## src/rtl/core/iprl_pkg.sv

```systemverilog
// ----------------------------------------------------------------------------
// iprl_pkg
// Shared types and constants for the address range access list.
// ----------------------------------------------------------------------------
package iprl_pkg;
    localparam int ENTRIES = 64;
    localparam int IDX_W = $clog2(ENTRIES);
    localparam int CNT_W = $clog2(ENTRIES + 1);
    localparam int TOTAL_W = 7;

    typedef enum logic [1:0] {
        CMD_PUSH   = 2'd0,
        CMD_DELETE = 2'd1,
        CMD_CHECK  = 2'd2,
        CMD_NONE   = 2'd3
    } cmd_t;

    typedef enum logic [2:0] {
        ST_IDLE,
        ST_PUSH_DEF,
        ST_PUSH,
        ST_SCAN,
        ST_WAIT,
        ST_DONE
    } state_t;

    // Classified command handed from front to back.
    typedef struct packed {
        cmd_t         cmd;
        logic [127:0] lo_b;   // range start, or query address for check
        logic [127:0] hi_b;   // range end
        logic [7:0]   action;
    } job_t;

    typedef struct packed {
        logic [7:0]         decision;
        logic               found;
        logic               full;
        logic [TOTAL_W-1:0] total;
    } res_t;
endpackage

```

## src/rtl/core/iprl_front.sv

```systemverilog
// ----------------------------------------------------------------------------
// iprl_front
// Accepts commands, builds network ranges and queues jobs (two deep).
// ----------------------------------------------------------------------------
module iprl_front (
    input  logic              aclk,
    input  logic              aresetn,
    input  logic              s_valid,
    output logic              s_ready,
    input  logic [1:0]        s_cmd,
    input  logic              s_is_v6,
    input  logic [63:0]       s_addr_hi,
    input  logic [63:0]       s_addr_lo,
    input  logic [7:0]        s_prefix_len,
    input  logic [7:0]        s_action_code,
    output logic              job_valid,
    input  logic              job_ready,
    output iprl_pkg::job_t    job
);
    import iprl_pkg::*;

    job_t         q_reg [2];
    logic [1:0]   cnt_reg;
    logic         rd_reg;
    logic [127:0] addr;
    logic [127:0] host_mask;
    logic [7:0]   plen;
    logic [7:0]   host;
    job_t         nj;
    logic         push_in, pop;

    always_comb begin
        addr = s_is_v6 ? {s_addr_hi, s_addr_lo} : {96'd0, s_addr_lo[31:0]};
        if (s_is_v6) begin
            plen = (s_prefix_len > 8'd128) ? 8'd128 : s_prefix_len;
            host = 8'd128 - plen;
        end else begin
            plen = (s_prefix_len > 8'd32) ? 8'd32 : s_prefix_len;
            host = 8'd32 - plen;
        end
        host_mask = (host[7]) ? {128{1'b1}} : ~({128{1'b1}} << host[6:0]);
        nj.cmd = cmd_t'(s_cmd);
        nj.action = s_action_code;
        if (s_cmd == CMD_CHECK) begin
            nj.lo_b = addr;
            nj.hi_b = addr;
        end else begin
            nj.lo_b = addr & ~host_mask;
            nj.hi_b = (addr & ~host_mask) | host_mask;
        end
    end

    assign s_ready   = (cnt_reg != 2'd2);
    assign job_valid = (cnt_reg != 2'd0);
    assign job       = q_reg[rd_reg];
    assign push_in   = s_valid && s_ready;
    assign pop       = job_valid && job_ready;

    always_ff @(posedge aclk) begin
        if (!aresetn) begin
            cnt_reg <= 2'd0;
            rd_reg  <= 1'b0;
        end else begin
            cnt_reg <= cnt_reg + {1'b0, push_in} - {1'b0, pop};
            if (pop) begin
                rd_reg <= ~rd_reg;
            end
        end
        if (push_in) begin
            q_reg[rd_reg ^ (cnt_reg == 2'd1)] <= nj;
        end
    end
endmodule

```

## config.mk

```make
export PLATFORM = sky130hd
export DESIGN_NAME = iprl_front
export DESIGN_NICKNAME = d
export VERILOG_FILES = /design/src/rtl/core/iprl_pkg.sv /design/src/rtl/core/iprl_front.sv
export SDC_FILE = /design/constraint.sdc
export NUM_CORES = 1
export LEC_CHECK = 0
export ABC_AREA = 1
export BUFFER_PORTS_ARGS = -buffer_cell sky130_fd_sc_hd__buf_2
export CORE_MARGIN = 3
export CORE_UTILIZATION = 42
export CTS_CLUSTER_SIZE = 28
export DETAILED_ROUTE_END_ITERATION = 8
export SYNTH_ARGS = -nofsm -noshare
export SYNTH_HDL_FRONTEND = slang
export SYNTH_SLANG_ARGS = --single-unit
```

## constraint.sdc

```tcl
create_clock -name aclk -period 19.75 [get_ports aclk]
set_input_delay 2.9625 -clock aclk [delete_from_list [all_inputs] [get_ports aclk]]
set_output_delay 2.9625 -clock aclk [all_outputs]
set_load 0.05 [all_outputs]
```

==> flow_summary.ini <==
[power_and_ir_drop]
p_per_area_mw_per_mm2 = 171.0
power_mw = 4.730
p_leak_nw = 11.34
peakVddDrop_v = 0.0001169

[clock_network]
ctsHtreeMaxLevel = 2
clkLatencyLatePin_ns = 0.61
cts_resized = 0
cts_buffer_depth = 3
cts_tree = built
cts.sinks = 536
hold_buffers = 0
cts_buffers = 56
path_clk_slew_ns = 0.06
cts_root_buf = clkbuf_16
post_cts_buffers = 0

[synth]
ys_warn_count = 0
synth_simple_gate_area_share_pct = 11.36
synth-edff-count = 532
ys_seq_area_share_pct = 69.58
ys_ff_latch = 536
synth_cell_types = 40
synth-main-ff-cell = edfxtp_1
async_reset_ff_share_pct = 0
postSynthAreaPerCell_um2 = 13.31
synth_nets = 1889
syn_area_mm2 = 0.02308
synth_compound_area_share_pct = 2.332
synthCells = 1734
synth_xor_area_share_pct = 0.07591
synth_top_family_by_area = multiplexers
synthAdderAreaFrac_pct = 0.2169
synthMuxAreaShare_pct = 12.98

[cells_and_area]
area_growth_pct = 19.86
multi_input_area_mm2 = 0.006245
final_cell_mix = edfxtp_1, buf_2, nand2_1
largest_register_ff_count = 532
drive_gt1_share_pct = 36.71
nets = 2309
final_common_cell = edfxtp_1
num-fill-cells = 4761
seq_area_mm2 = 0.01606

[global_routing]
overflow = 0
grt_max_degree = 75
grt_pass1_wl_um = 94420
track_usage_pct = 22.25
grt_pass1_vias = 15220
antenna_found_initial = 16

[outcome]
status = finished clean

[detailed_routing]
drcViolationCount = 0
routedWlPerCell_um = 22.76
first_pass_iters = 5
drt_iter0_markers = 1261
vias = 15050
wl_um = 66110
viasPerCell = 5.179
ant_nets = 0

[sta]
finalHoldViolCount = 0
min_period_over_period_pct = 35.17
maxSlewViolCount = 0
clock_skew_ns = 0.01112
rsz0062_at_grt = no
setup_viol_count_final = 0
maxSlewHeadroom_pct = 30.76
tightest_slew_ns = 1.032
max_freq_ghz = 0.1440
setup-tns-final_ns = 0
period_needed_ns = 6.946
holdWs_ns = 0.4936

[worst_setup_path]
path_max_fanout = 68
startpoint_type = flip-flop
r2r_start = cnt_reg[1]
arrival_ns = 3.98
reg2reg_slack_ns = 15.93
required_ns = 16.79
cp-end-kind = primary output
crit_type = reg -> out
timing.rr.end = q_reg[0][264]
r2r_cells = 8

[min_path]
hold_class = reg -> reg
holdPathStages = 1
hold_start = rd_reg

[floorplan]
placementRows = 85
dieArea_mm2 = 0.05779
core_mm2 = 0.05413
die_y_um = 240.4
num_io_pins = 419
start_util_pct = 42.63
die_x_um = 240.4

[placed_design]
place_hpwl_um = 46440
place_congestion = 0.8338
io_buffers = 418

[run]
timing.max_cap.violations = 0
final cells by class:
cell class | count | share of cell area, %
antenna | 8 | 0.07238
clock inverter | 31 | 0.9998
tap | 696 | 3.149
multi-input combinational | 997 | 22.58
inverter | 130 | 1.769
clock buffer | 74 | 5.388
timing repair buffer | 433 | 7.980
sequential | 536 | 58.06
kinds of logic (layout without fill, tap and decap cells):
logic type	after synthesis	after routing
AND/OR/NAND/NOR	628	628
adder cells (fa/ha/maj)	4	4
flip-flops	536	536
buffers and inverters	201	668
multiplexers	266	266
XOR/XNOR	2	2
other	0	8
AO/OA/AOI/OAI	97	97
metrics by stage:
step | std cells | util [%] | setup WS [ns] | cell area [µm²]
after floorplan | 1734 | - | 4.734 | 23080
final | 2905 | 51.09 | 12.80 | 27660
after global routing | 2902 | 51.08 | 12.56 | 27650
after global placement | 2792 | 47.79 | 13.36 | 25870
after detailed placement | 2792 | 47.79 | 13.22 | 25870
after CTS | 2897 | 51.06 | 12.70 | 27640
power breakdown:
part	switching, mW	internal, mW	leakage (nW)
Sequential	0.102	1.69	5.05
Clock	0.424	0.594	0.860
Combinational	1.48	0.443	5.43
Total	2.00	2.73	11.3
worst max-delay path: stages (launching register included):
cell and delay, ns:
dfxtp_4 0.97, buf_4 0.83, buf_4 0.76, mux2_2 0.42, buf_2 0.21
cells in the mapped netlist (2+ instances only):
| cell type | instances | area [µm²] |
|---|---|---|
| a21o_1 | 3 | 22.52 |
| o211ai_1 | 4 | 30.03 |
| nand3_1 | 105 | 525.5 |
| buf_2 | 16 | 80.08 |
| inv_1 | 123 | 461.7 |
| mux2_2 | 266 | 2995 |
| inv_2 | 5 | 18.77 |
| a21oi_2 | 3 | 26.28 |
| o21ai_0 | 6 | 30.03 |
| or2_2 | 2 | 12.51 |
| nor3_1 | 2 | 10.01 |
| nor2_2 | 7 | 43.79 |
| buf_1 | 5 | 18.77 |
| a21oi_1 | 69 | 345.3 |
| nand4_1 | 13 | 81.33 |
| nand3_2 | 3 | 30.03 |
| nand2b_1 | 4 | 25.02 |
| nand2_2 | 4 | 25.02 |
| dfxtp_1 | 4 | 80.08 |
| o21ai_2 | 2 | 17.52 |
| nor2_4 | 3 | 33.78 |
| nand2_1 | 413 | 1550 |
| nor2_1 | 67 | 251.5 |
| buf_4 | 4 | 30.03 |
| a21boi_0 | 2 | 15.01 |
| o21ai_1 | 7 | 35.03 |
| ha_1 | 4 | 50.05 |
| clkbuf_1 | 45 | 168.9 |
| edfxtp_1 | 532 | 15980 |
worst max-delay path by stage:
stage / to / cells after the start / from / slack [ns]
after floorplan: q_reg[0][0] / 2 / s_valid / 4.73
after global placement: q_reg[0][186] / 10 / s_is_v6 / 13.36
after detailed placement: q_reg[0][186] / 10 / s_is_v6 / 13.22
after CTS: job[135] / 4 / flip-flop / 12.70
after global routing: job[135] / 4 / flip-flop / 12.56
final: job[98] / 4 / flip-flop / 12.80
metal layers:
layer | routed length [µm] | global-route usage (%)
met1 | 27040 | 29.14
met5 | 112 | 0
met4 | 2427 | 8.944
met3 | 4889 | 4.795
met2 | 31650 | 36.31
(Power assumes the default switching activity.)
